## config.mk

```make
export PLATFORM = sky130hd
export DESIGN_NAME = delimiter_segment_splitter
export DESIGN_NICKNAME = d
export VERILOG_FILES = /design/src/design/dss_pkg.sv /design/src/design/dss_front.sv /design/src/design/dss_queue.sv /design/src/design/dss_back.sv /design/src/design/delimiter_segment_splitter.sv
export SDC_FILE = /design/constraint.sdc
export NUM_CORES = 1
export LEC_CHECK = 0
export BUFFER_PORTS_ARGS = -buffer_cell sky130_fd_sc_hd__buf_2
export CELL_PAD_IN_SITES_DETAIL_PLACEMENT = 1
export CELL_PAD_IN_SITES_GLOBAL_PLACEMENT = 1
export CORE_ASPECT_RATIO = 0.75
export CORE_MARGIN = 1.5
export CORE_UTILIZATION = 45
export CTS_CLUSTER_SIZE = 30
export DETAILED_ROUTE_END_ITERATION = 12
export HOLD_SLACK_MARGIN = 0.12
export PLACE_DENSITY = 0.76
export SYNTH_ARGS = -nofsm -noshare
export SYNTH_HDL_FRONTEND = slang
export SYNTH_SLANG_ARGS = --single-unit
export TNS_END_PERCENT = 50
```

## constraint.sdc

```tcl
create_clock -name clk -period 8.6 [get_ports clk]
set_input_delay 0.43 -clock clk [delete_from_list [all_inputs] [get_ports clk]]
set_output_delay 0.43 -clock clk [all_outputs]
set_load 0.02 [all_outputs]
```

## src/design/dss_pkg.sv

```systemverilog
`default_nettype none

package dss_pkg;

  // Configuration register indexes.
  localparam int CFG_INDEX_W = 2;
  localparam logic [CFG_INDEX_W-1:0] REG_SEPARATOR_BYTES  = 2'd0;
  localparam logic [CFG_INDEX_W-1:0] REG_SEPARATOR_LENGTH = 2'd1;
  localparam logic [CFG_INDEX_W-1:0] REG_SEGMENT_LIMIT    = 2'd2;

  // Number of entries in the queue between the front and back parts.
  localparam int QUEUE_DEPTH = 4;

  // Configuration as seen by the front part.
  typedef struct packed {
    logic [63:0] separator_bytes;
    logic [3:0]  separator_length;
    logic [7:0]  segment_limit;
  } cfg_t;

  // One result item.
  typedef struct packed {
    logic [15:0] segment_offset;
    logic [15:0] segment_length;
    logic [7:0]  segment_number;
    logic        no_separator;
    logic        list_end;
  } result_t;

  // One queue entry: the results caused by one input byte.
  typedef struct packed {
    result_t first;
    result_t second;
    logic    two;
  } entry_t;

  // Write request from the front part into the queue.
  typedef struct packed {
    logic   push;
    entry_t entry;
  } push_t;

endpackage

`default_nettype wire

```

## src/design/dss_front.sv

```systemverilog
`default_nettype none

module dss_front
  import dss_pkg::*;
#(
  parameter int MAX_SEPARATOR_BYTES = 8,
  parameter int MAX_RECORD_BYTES = 65536
) (
  input  wire logic       clk,
  input  wire logic       rst,
  input  wire cfg_t       cfg,
  input  wire logic       in_valid,
  output logic            in_ready,
  input  wire logic [7:0] data_byte,
  input  wire logic       record_end,
  input  wire logic       queue_full,
  output push_t           queue_write
);

  localparam int WIN_W = 8 * MAX_SEPARATOR_BYTES;
  localparam int POS_W = $clog2(MAX_RECORD_BYTES + 1);

  logic [WIN_W-1:0] window;
  logic [WIN_W-1:0] window_next;
  logic [POS_W-1:0] position;
  logic [POS_W-1:0] position_next;
  logic [POS_W-1:0] seg_start;
  logic [POS_W-1:0] seg_start_next;
  logic [7:0]       found;
  logic [7:0]       found_next;
  logic             limit_reached;
  logic             limit_reached_next;

  logic                           accept;
  logic                           active;
  logic [3:0]                     eff_len;
  logic [7:0]                     eff_limit;
  logic [WIN_W-1:0]               window_shift;
  logic [POS_W-1:0]               pos_inc;
  logic [POS_W-1:0]               sep_at;
  logic [MAX_SEPARATOR_BYTES-1:0] byte_ok;
  logic                           far_enough;
  logic                           hit;
  logic                           limit_hit;
  logic [7:0]                     found_inc;
  result_t                        hit_res;
  result_t                        limit_res;
  result_t                        end_res;

  assign in_ready = !queue_full;
  assign accept   = in_valid && in_ready;

  // Effective configuration: length clamped to 1..max, limit at least 1.
  always_comb begin
    eff_len = cfg.separator_length;
    if (eff_len == 4'd0) begin
      eff_len = 4'd1;
    end else if (eff_len > 4'(MAX_SEPARATOR_BYTES)) begin
      eff_len = 4'(MAX_SEPARATOR_BYTES);
    end
    eff_limit = (cfg.segment_limit == 8'd0) ? 8'd1 : cfg.segment_limit;
  end

  // Separator match on the window including the incoming byte.
  always_comb begin
    active       = !limit_reached && (position < POS_W'(MAX_RECORD_BYTES));
    window_shift = (window << 8) | WIN_W'(data_byte);
    pos_inc      = position + 1'b1;
    sep_at       = pos_inc - POS_W'(eff_len);
    for (int i = 0; i < MAX_SEPARATOR_BYTES; i++) begin
      byte_ok[i] = (window_shift[8*i +: 8] == cfg.separator_bytes[8*i +: 8])
                   || (4'(i) >= eff_len);
    end
    // The separator must start at or after the current segment start.
    far_enough = {1'b0, pos_inc} >= ({1'b0, seg_start} + (POS_W + 1)'(eff_len));
    hit        = accept && active && far_enough && (&byte_ok);
    found_inc  = found + 8'd1;
    limit_hit  = hit && (found_inc >= eff_limit);
  end

  // Record state update; the last byte of a record clears everything.
  always_comb begin
    window_next        = window;
    position_next      = position;
    seg_start_next     = seg_start;
    found_next         = found;
    limit_reached_next = limit_reached;
    if (accept && active) begin
      window_next   = window_shift;
      position_next = pos_inc;
    end
    if (hit) begin
      seg_start_next = pos_inc;
      found_next     = found_inc;
      if (limit_hit) begin
        limit_reached_next = 1'b1;
      end
    end

    // Result for the record's last byte, from the state after this byte.
    if (found_next == 8'd0) begin
      end_res = '{segment_offset: 16'd0, segment_length: 16'd0,
                  segment_number: 8'd0, no_separator: 1'b1, list_end: 1'b1};
    end else begin
      end_res = '{segment_offset: 16'(seg_start_next),
                  segment_length: 16'(position_next - seg_start_next),
                  segment_number: found_next, no_separator: 1'b0, list_end: 1'b1};
    end

    if (accept && record_end) begin
      window_next        = '0;
      position_next      = '0;
      seg_start_next     = '0;
      found_next         = '0;
      limit_reached_next = 1'b0;
    end
  end

  // Queue entry for this byte.
  always_comb begin
    hit_res = '{segment_offset: 16'(seg_start), segment_length: 16'(sep_at - seg_start),
                segment_number: found, no_separator: 1'b0, list_end: 1'b0};
    limit_res = '{segment_offset: 16'(pos_inc), segment_length: 16'd0,
                  segment_number: found_inc, no_separator: 1'b0, list_end: 1'b1};
    queue_write.push = 1'b0;
    queue_write.entry.first  = end_res;
    queue_write.entry.second = end_res;
    queue_write.entry.two    = 1'b0;
    if (hit) begin
      queue_write.push        = 1'b1;
      queue_write.entry.first = hit_res;
      if (limit_hit) begin
        queue_write.entry.second = limit_res;
        queue_write.entry.two    = 1'b1;
      end else if (record_end) begin
        queue_write.entry.two = 1'b1;
      end
    end else if (accept && record_end && !limit_reached) begin
      queue_write.push = 1'b1;
    end
  end

  always_ff @(posedge clk) begin
    if (rst) begin
      window        <= '0;
      position      <= '0;
      seg_start     <= '0;
      found         <= '0;
      limit_reached <= 1'b0;
    end else begin
      window        <= window_next;
      position      <= position_next;
      seg_start     <= seg_start_next;
      found         <= found_next;
      limit_reached <= limit_reached_next;
    end
  end

endmodule

`default_nettype wire

```

## src/design/dss_queue.sv

```systemverilog
`default_nettype none

module dss_queue
  import dss_pkg::*;
(
  input  wire logic   clk,
  input  wire logic   rst,
  input  wire push_t  queue_write,
  output logic        full,
  input  wire logic   pop,
  output logic        empty,
  output entry_t      head
);

  localparam int PTR_W = $clog2(QUEUE_DEPTH);

  entry_t           storage [QUEUE_DEPTH];
  logic [PTR_W-1:0] wr_ptr;
  logic [PTR_W-1:0] rd_ptr;
  logic [PTR_W:0]   count;

  assign full  = (count == (PTR_W + 1)'(QUEUE_DEPTH));
  assign empty = (count == '0);
  assign head  = storage[rd_ptr];

  // Entry storage; payload needs no reset.
  always_ff @(posedge clk) begin
    if (queue_write.push) begin
      storage[wr_ptr] <= queue_write.entry;
    end
  end

  // Pointers and fill count.
  always_ff @(posedge clk) begin
    if (rst) begin
      wr_ptr <= '0;
      rd_ptr <= '0;
      count  <= '0;
    end else begin
      if (queue_write.push) begin
        wr_ptr <= wr_ptr + 1'b1;
      end
      if (pop) begin
        rd_ptr <= rd_ptr + 1'b1;
      end
      if (queue_write.push && !pop) begin
        count <= count + 1'b1;
      end else if (pop && !queue_write.push) begin
        count <= count - 1'b1;
      end
    end
  end

endmodule

`default_nettype wire

```

## src/design/dss_back.sv

```systemverilog
`default_nettype none

module dss_back
  import dss_pkg::*;
(
  input  wire logic   clk,
  input  wire logic   rst,
  input  wire logic   empty,
  input  wire entry_t head,
  output logic        pop,
  output logic        out_valid,
  input  wire logic   out_ready,
  output result_t     out_result
);

  logic    pending;
  result_t pending_result;
  logic    load;

  // The output register may take a new result when empty or being drained.
  assign load = !out_valid || out_ready;
  assign pop  = load && !pending && !empty;

  always_ff @(posedge clk) begin
    if (rst) begin
      out_valid <= 1'b0;
      pending   <= 1'b0;
    end else if (load) begin
      if (pending) begin
        out_valid <= 1'b1;
        pending   <= 1'b0;
      end else if (!empty) begin
        out_valid <= 1'b1;
        pending   <= head.two;
      end else begin
        out_valid <= 1'b0;
      end
    end
  end

  // Result payload: the second result of an entry waits in its own register.
  always_ff @(posedge clk) begin
    if (load) begin
      if (pending) begin
        out_result <= pending_result;
      end else if (!empty) begin
        out_result     <= head.first;
        pending_result <= head.second;
      end
    end
  end

endmodule

`default_nettype wire

```

## src/design/delimiter_segment_splitter.sv

```systemverilog
// Splits records into segments at a configured separator of 1 to 8 bytes.
// Input channel (in_valid/in_ready): one record byte per transfer, with
// record_end set on the last byte of a record. Output channel
// (out_valid/out_ready): one segment description per transfer; list_end
// marks the last result of a record, no_separator a record without any match.
// Configuration: cfg_write_enable writes cfg_write_data into the register
// selected by cfg_index at the clock edge; write only while the block is idle.
// Throughput: one byte per cycle while the queue is not full. A byte that
// yields two results occupies the output register twice; the four-entry
// result queue absorbs that. The queue is written at the edge that transfers
// the byte, and the output register loads from the queue head; the second
// result of a byte waits in its own register and follows the first.
// When the receiver stalls, results collect in the queue; in_ready drops
// only while the queue is full. Bytes that cause no result never wait on
// the output side beyond that.
// Reset (synchronous, rst high) empties the queue and output register,
// clears the record state and returns the registers to separator 0x00,
// length 1 and limit 255.
`default_nettype none

module delimiter_segment_splitter
  import dss_pkg::*;
#(
  parameter int MAX_SEPARATOR_BYTES = 8,
  parameter int MAX_RECORD_BYTES = 65536
) (
  input  wire logic                   clk,
  input  wire logic                   rst,
  input  wire logic                   cfg_write_enable,
  input  wire logic [CFG_INDEX_W-1:0] cfg_index,
  input  wire logic [63:0]            cfg_write_data,
  input  wire logic                   in_valid,
  output logic                        in_ready,
  input  wire logic [7:0]             data_byte,
  input  wire logic                   record_end,
  output logic                        out_valid,
  input  wire logic                   out_ready,
  output logic [15:0]                 segment_offset,
  output logic [15:0]                 segment_length,
  output logic [7:0]                  segment_number,
  output logic                        no_separator,
  output logic                        list_end
);

  cfg_t    cfg;
  push_t   queue_write;
  logic    queue_full;
  logic    queue_empty;
  logic    queue_pop;
  entry_t  queue_head;
  result_t out_result;

  // Configuration registers.
  always_ff @(posedge clk) begin
    if (rst) begin
      cfg.separator_bytes  <= 64'd0;
      cfg.separator_length <= 4'd1;
      cfg.segment_limit    <= 8'd255;
    end else if (cfg_write_enable) begin
      unique case (cfg_index)
        REG_SEPARATOR_BYTES:  cfg.separator_bytes  <= cfg_write_data;
        REG_SEPARATOR_LENGTH: cfg.separator_length <= cfg_write_data[3:0];
        REG_SEGMENT_LIMIT:    cfg.segment_limit    <= cfg_write_data[7:0];
        default: ;
      endcase
    end
  end

  dss_front #(
    .MAX_SEPARATOR_BYTES(MAX_SEPARATOR_BYTES),
    .MAX_RECORD_BYTES(MAX_RECORD_BYTES)
  ) u_front (
    .clk         (clk),
    .rst         (rst),
    .cfg         (cfg),
    .in_valid    (in_valid),
    .in_ready    (in_ready),
    .data_byte   (data_byte),
    .record_end  (record_end),
    .queue_full  (queue_full),
    .queue_write (queue_write)
  );

  dss_queue u_queue (
    .clk         (clk),
    .rst         (rst),
    .queue_write (queue_write),
    .full        (queue_full),
    .pop         (queue_pop),
    .empty       (queue_empty),
    .head        (queue_head)
  );

  dss_back u_back (
    .clk        (clk),
    .rst        (rst),
    .empty      (queue_empty),
    .head       (queue_head),
    .pop        (queue_pop),
    .out_valid  (out_valid),
    .out_ready  (out_ready),
    .out_result (out_result)
  );

  assign segment_offset = out_result.segment_offset;
  assign segment_length = out_result.segment_length;
  assign segment_number = out_result.segment_number;
  assign no_separator   = out_result.no_separator;
  assign list_end       = out_result.list_end;

  // The front part never writes into a full queue.
  a_no_overflow: assert property (@(posedge clk) disable iff (rst)
    queue_write.push |-> !queue_full)
    else $error("result queue written while full");

  // A record without a separator ends with an empty, final result.
  a_no_sep_final: assert property (@(posedge clk) disable iff (rst)
    (out_valid && no_separator) |->
      (list_end && segment_offset == 16'd0 && segment_length == 16'd0))
    else $error("no-separator result is malformed");

  // Reset leaves the output register and the queue empty.
  a_reset_empty: assert property (@(posedge clk)
    rst |=> (!out_valid && queue_empty))
    else $error("output or queue not empty after reset");

endmodule

`default_nettype wire
```

==> results.json, run 1 <==
{
  "leakage_uw": 0.0111,
  "drt_wl_total_um": 68700,
  "hold_depth": 3,
  "grt_util_met3_pct": 3.22,
  "cp.depth": 30,
  "clock_power_share_pct": 34.6,
  "synth_simple_gate_area_share_pct": 9.71,
  "area_delta_synth_final_pct": 15.9,
  "final_cell_area_um2": 30400,
  "fin_crit_sh_pct": 92.4,
  "cp_max_fo": 22,
  "yosys-top-cells-count": "419 x edfxtp_1, 319 x nand2_1, 186 x dfxtp_1, 167 x a21oi_1, 105 x nor2_1",
  "p_int_uw": 5670,
  "synth-compound-area-share_pct": 5.95,
  "synth_fp_nets": 2187,
  "seq_area_frac_synth_pct": 62.1,
  "cts_tree": "done",
  "yosysUniqueCellTypes": 71,
  "slowest_delay_ns": 0.66,
  "r2r_cells": 30,
  "cp_data_arrival_time_ns": 8.30,
  "clockBufferDepth": 3,
  "cts_root_buffer": "clkbuf_16",
  "comb_power_share_pct": 18.3,
  "track_usage_pct": 23.5,
  "synth-warning-count": 0,
  "grt_overflow": 0,
  "required_ns": 8.95,
  "clock_skew_ns": 0.0354,
  "syn-instance-count": 2027,
  "whs_ns": 0.193,
  "max_freq_mhz": 126,
  "pin_count": 124,
  "synth_edf_count": 419,
  "drcViolationCount": 0,
  "syn_avg_cell_area_um2": 13.0,
  "maxSlewViolCount": 0,
  "clk_latency_ns": 0.62,
  "dr.pass1.iters": 5,
  "core_area_um2": 57500,
  "cpMaxStageDelayCell": "dfxtp_1",
  "cts_sinks": 605,
  "vias": 16600,
  "place_area_um2": 27700,
  "numCtsBuffers": 58,
  "synth_top_family_by_area": "multiplexers",
  "peakVddDrop_mv": 0.190,
  "drt_iter0_markers": 997,
  "synth_area_um2": 26300,
  "end_kind": "flop",
  "p_switching_uw": 2130,
  "setup_viol": 0,
  "ant_nets": 0,
  "criticalPathCategory": "reg2reg",
  "gp_congestion": 0.901,
  "synth_area_leader_cell": "edfxtp_1",
  "yosysTopAreaCellShare_pct": 47.9,
  "rows": 76,
  "synth.area.top_cells": "edfxtp_1 48%, dfxtp_1 14%, mux4_2 7.2%, nand2_1 4.6%, ha_1 3.5%",
  "viasPerCell": 5.46,
  "status": "completed",
  "grt_pass1_wl_um": 106000,
  "start_kind": "flop",
  "synthMuxAreaShare_pct": 9.76,
  "grt-busiest-layer": "met2",
  "die_h_um": 212,
  "min_period_ns": 7.95,
  "power_density_nw_per_um2": 256,
  "cp_top_family": "compound AO/OA/AOI/OAI gates",
  "max_slew_margin_pct": 30.4,
  "grt_start_max_net_pins": 85,
  "die_area_um2": 59800,
  "htreeDepth": 2,
  "drive_gt1_share_pct": 17.7,
  "die_width_um": 282,
  "finalSetupTns_ns": 0,
  "min_path_type": "in2reg",
  "yosysMostFrequentCell": "edfxtp_1",
  "fin_nets": 2364,
  "synth_ff_type": "edfxtp_1",
  "grt_setup_unrepaired": "false",
  "grt_pass1_vias": 17800,
  "cp_num_buf_inv": 1,
  "synth-xor-area-share_pct": 5.63,
  "hold_violations": 0,
  "portBuffers": 123,
  "grtUsageMet2_pct": 37.4,
  "swShare_pct": 27.3,
  "clk_pin_slew_ns": 0.06,
  "initial_core_util_pct": 45.7,
  "wl_per_cell_um": 22.6,
  "ys_ff_latch": 605,
  "synthAdderAreaFrac_pct": 4.14,
  "worst_slew_pin_slew_ns": 1.04,
  "grt_antenna_before_repair": 5,
  "p_seq_share_pct": 47.1,
  "drv_cap": 0,
  "async_reset_ff_share_pct": 0,
  "dp_hpwl_um": 45200,
  "grt_use_met1_pct": 34.3,
  "postCtsSetupBuffers": 0
}
[sequential cells by signal, summed over array words and instances (netlist names), 3 cells and up, named ones only]
signal                 count
u_back.out_result         42
u_back.pending_result     41
u_front.position          17
cfg                       76
u_front.found              8
u_queue.count              3
u_front.window            56
u_front.seg_start         17
u_queue.storage          336
[cell type report]
cell class / count / area [um2]
fill: 5817 / 27100
sequential: 605 / 16300
multi-input combinational: 1238 / 9290
clock buffer: 69 / 1550
timing repair buffer: 217 / 1500
tap: 780 / 976
clock inverter: 41 / 477
inverter: 84 / 315
antenna: 1 / 2.50
[power by group through the flow]
stage | Combinational, uW | Clock, uW | Sequential, uW
finish | 1430 | 2700 | 3670
global route | 1550 | 2850 | 3710
detailed placement | 1420 | 0 | 3740
global placement | 1390 | 0 | 3720
CTS | 1450 | 2750 | 3680
floorplan | 853 | 0 | 3810
[cell usage in the layout (no fill, tap or decap), drive strengths merged, types with 6 or more instances in the layout]
cell / count
edfxtp: 419
nand2: 319
dfxtp: 186
a21oi: 167
buf: 144
nor2: 105
xor2: 98
inv: 88
mux4: 84
ha: 73
dlygate4sd3: 73
xnor2: 71
clkbuf: 69
mux2: 42
o21ai: 35
clkinv: 24
nor2b: 23
and3: 22
and2: 22
nand3: 19
mux2i: 18
nand4: 16
nor4: 16
o22ai: 11
nor3: 10
bufinv: 9
a211o: 8
nand2b: 8
a21o: 7
fa: 7
o21bai: 6
[stage by stage]
step	worst slack [ns]	instances	power (uW)	utilization, %
2_1_floorplan	2.05	2027	4660	-
3_3_place_gp	1.28	2851	5110	48.1
3_5_place_dp	0.861	2851	5160	48.1
4_1_cts	0.795	3034	7880	52.9
5_1_grt	0.104	3035	8110	52.9
6_report	0.649	3035	7800	52.9
[logic make-up after synthesis]
logic type | after synthesis
AO/OA/AOI/OAI | 268
buffers and inverters | 184
multiplexers | 144
XOR/XNOR | 169
adder cells (fa/ha/maj) | 83
flip-flops | 605
AND/OR/NAND/NOR | 574
[worst paths after layout]
kind	slack (ns)	end	startpoint
max	0.65	u_queue.storage[0][62]	cfg[11]
min reg2reg	0.47	u_front.window[54]	u_front.window[54]
max reg2reg	0.65	u_queue.storage[0][62]	cfg[11]
min	0.19	cfg[65]	cfg_write_data[53]
[metal layers]
| metal | share of wire (%) | vias to the layer above | wire (um) |
|---|---|---|---|
| met3 | 4.6 | 82 | 3180 |
| li1 | - | 7626 | - |
| met5 | 0 | - | 0 |
| met4 | 1.7 | 0 | 1170 |
| met1 | 48 | 8490 | 32700 |
| met2 | 46 | 380 | 31600 |
[worst reg2reg max path, delay by kind of cell (launching register included)]
family                     cells  cell delay (ns)
AOI/OAI and AO/OA             12             2.99
adders and majority gates      5             1.62
and+or+nand+nor                8             1.26
muxes                          2             0.70
DFF                            1             0.66
buffers and inverters          1             0.29
xor gates and xnor gates       2             0.19
[repair_timing]
action                                 in CTS  in global routing
setup endpoints to repair                   0                  0
hold buffers                               73                  0
endpoints found under the hold margin      81                  0
gates resized for setup                     0                  0
No activity file was read; power rests on OpenSTA's default activity.
==> inputs of run 2 (changes only) <==
HOLD_SLACK_MARGIN = 0.03   (was 0.12)
PLACE_DENSITY = 0.75   (was 0.76)
SYNTH_HIERARCHICAL = 1   (was not set)
==> results.json, run 2 <==
{
  "status": "completed",
  "syn-instance-count": 2080,
  "initial_core_util_pct": 45.7,
  "cp_max_fo": 44,
  "numCtsBuffers": 59,
  "yosysTopAreaCellShare_pct": 46.0,
  "fin_nets": 2337,
  "r2r_start": "cfg[11]",
  "setup_viol": 0,
  "required_ns": 8.99,
  "grt_antenna_before_repair": 0,
  "synth_ff_type": "edfxtp_1",
  "multiInputGateArea_um2": 10300,
  "yosysUniqueCellTypes": 80,
  "layout_common_cells": "424 x edfxtp_1, 183 x dfxtp_1, 178 x nand2_1",
  "dp_hpwl_um": 46700,
  "fin_crit_sh_pct": 87.7,
  "die_h_um": 218,
  "async_reset_ff_share_pct": 0,
  "cp_data_arrival_time_ns": 7.93,
  "cts_tree": "done",
  "yosysMostFrequentCell": "edfxtp_1",
  "pin_count": 124,
  "grt_pass1_vias": 17800,
  "max_freq_mhz": 133,
  "die_area_um2": 63000,
  "cts_sinks": 610,
  "track_usage_pct": 22.4,
  "clock_skew_ns": 0.0364,
  "min_period_ns": 7.54,
  "yosys-top-cells-count": "424 x edfxtp_1, 186 x dfxtp_1, 178 x nand2_1, 137 x nand2b_1, 120 x nor2_1",
  "synth_area_leader_cell": "edfxtp_1",
  "drive_gt1_share_pct": 17.1,
  "criticalPathCategory": "reg2reg",
  "final_common_cell": "edfxtp_1",
  "clockBufferDepth": 3,
  "peakVddDrop_mv": 0.132,
  "final_cell_area_um2": 30800,
  "grt_overflow": 0,
  "ant_nets": 0,
  "synth-warning-count": 6,
  "rows": 78,
  "syn_avg_cell_area_um2": 13.3,
  "place_area_um2": 28800,
  "grt_pass1_wl_um": 107000,
  "crit_start": "cfg[11]",
  "maxSlewViolCount": 0,
  "seqCellArea_um2": 16500,
  "vias": 16800,
  "start_kind": "flop",
  "clk_pin_slew_ns": 0.06,
  "slowest_delay_ns": 0.74,
  "cts_resized": 0,
  "synth_area_um2": 27700,
  "top_register": "u_queue/storage",
  "grt_setup_unrepaired": "false",
  "grt_util_met3_pct": 3.42,
  "gp_congestion": 0.886,
  "drcViolationCount": 0,
  "end_kind": "flop",
  "grt_use_met1_pct": 31.8,
  "power_density_nw_per_um2": 253,
  "wl_per_cell_um": 22.9,
  "synth_fp_nets": 2240,
  "viasPerCell": 5.54,
  "die_width_um": 289,
  "fillerInstances": 6090,
  "core_area_um2": 60600,
  "htreeDepth": 2,
  "worst_slew_pin_slew_ns": 1.21,
  "portBuffers": 123,
  "grtUsageMet2_pct": 36.1,
  "reg.largest.list": "u_queue/storage x340, cfg x76, u_front/window x56",
  "leakage_uw": 0.0113,
  "crit_top_cell": "inv_1",
  "largest_reg_flops": 340,
  "grt_start_max_net_pins": 99,
  "synth.area.top_cells": "edfxtp_1 46%, dfxtp_1 13%, mux4_2 6.9%, ha_1 3.3%, xor2_1 3.3%",
  "n_antenna_cell": 0,
  "hold_violations": 0,
  "grt-busiest-layer": "met2",
  "seq_area_frac_synth_pct": 59.5,
  "drv_cap": 0,
  "finalSetupTns_ns": 0,
  "min_path_type": "in2reg",
  "drt_iter0_markers": 1397,
  "postCtsSetupBuffers": 0,
  "dr.pass1.iters": 5,
  "synth_edf_count": 424,
  "drt_wl_total_um": 69300,
  "area_delta_synth_final_pct": 11.4,
  "cts_root_buffer": "clkbuf_16",
  "cpMaxStageDelayCell": "nand4b_4",
  "ys_ff_latch": 610,
  "cts_hold_buf": 0,
  "max_slew_margin_pct": 19.1,
  "worstHoldStart": "cfg_write_data[29]",
  "clk_latency_ns": 0.64
}
## run 2: changes by cell type after synthesis, sizes merged, moves of 12 or more
| cell | delta |
|---|---|
| a21oi | -66 |
| mux2i | +69 |
| buf | +28 |
| clkbuf | -21 |
| nand2b | +129 |
| nand2 | -141 |
| a21o | +12 |
| nor2 | +15 |
## run 2: routing by layer
metal,share of wire [%],up-vias
met1,46,8611
met3,4.7,87
li1,-,7694
met4,1.7,0
met5,0,-
met2,47,373
## run 2: worst paths after layout
kind / to / slack, ns / cells after the start
worst max-delay path: u_queue/storage[0][67] / 1.06 / 31
worst min-delay path: cfg[41] / 0.07 / 3
worst max register to register: u_queue/storage[0][67] / 1.06 / 31
worst min register to register: u_front/window[50] / 0.47 / 2
## run 2: area by class of cell
type	instances	share of cell area, %
Timing Repair Buffer	143	2.49
Inverter	82	0.998
Sequential cell	610	53.4
Tap cell	800	3.25
Clock inverter	26	1.06
Clock buffer	86	5.45
Multi-Input combinational cell	1281	33.4
## run 2: metrics by stage
stage	utilization [%]	std cells	worst slack, ns	power, uW	hold slack, ns
6_report	50.9	3028	1.06	7810	0.0655
5_1_grt	50.9	3028	0.269	8130	0.0583
4_1_cts	50.9	3028	1.09	7910	0.0374
3_5_place_dp	47.6	2916	1.12	5230	0.461
3_3_place_gp	47.6	2916	1.43	5180	0.456
2_1_floorplan	-	2080	1.87	4790	0.448
## run 2: critical path: cells and delay by family, from the launching register on
kind	cells	cell delay (ns)
and+or+nand+nor	9	2.21
buffers and inverters	4	0.44
DFF	1	0.54
AOI/OAI and AO/OA	12	2.65
adders and majority gates	4	1.10
xor gates and xnor gates	2	0.30
## run 2: cells by family (layout without fill, tap and decap cells)
| group | count (synthesis) | in the layout | synth area share (%) |
|---|---|---|---|
| AO/OA/AOI/OAI | 218 | 218 | 4.97 |
| XOR/XNOR | 168 | 168 | 5.32 |
| adder cells (fa/ha/maj) | 82 | 82 | 3.88 |
| buffers and inverters | 189 | 337 | 3.59 |
| flip-flops | 610 | 610 | 59.5 |
| multiplexers | 217 | 217 | 11.9 |
| other | 1 | 1 | 0.0135 |
| AND/OR/NAND/NOR | 595 | 595 | 10.9 |
## run 2: power by group
group	internal [uW]	leakage (uW)	switching [uW]
Sequential	3560	0.00547	147
Clock	1540	0.000981	1130
Combinational	581	0.00487	851
Total	5680	0.0113	2120
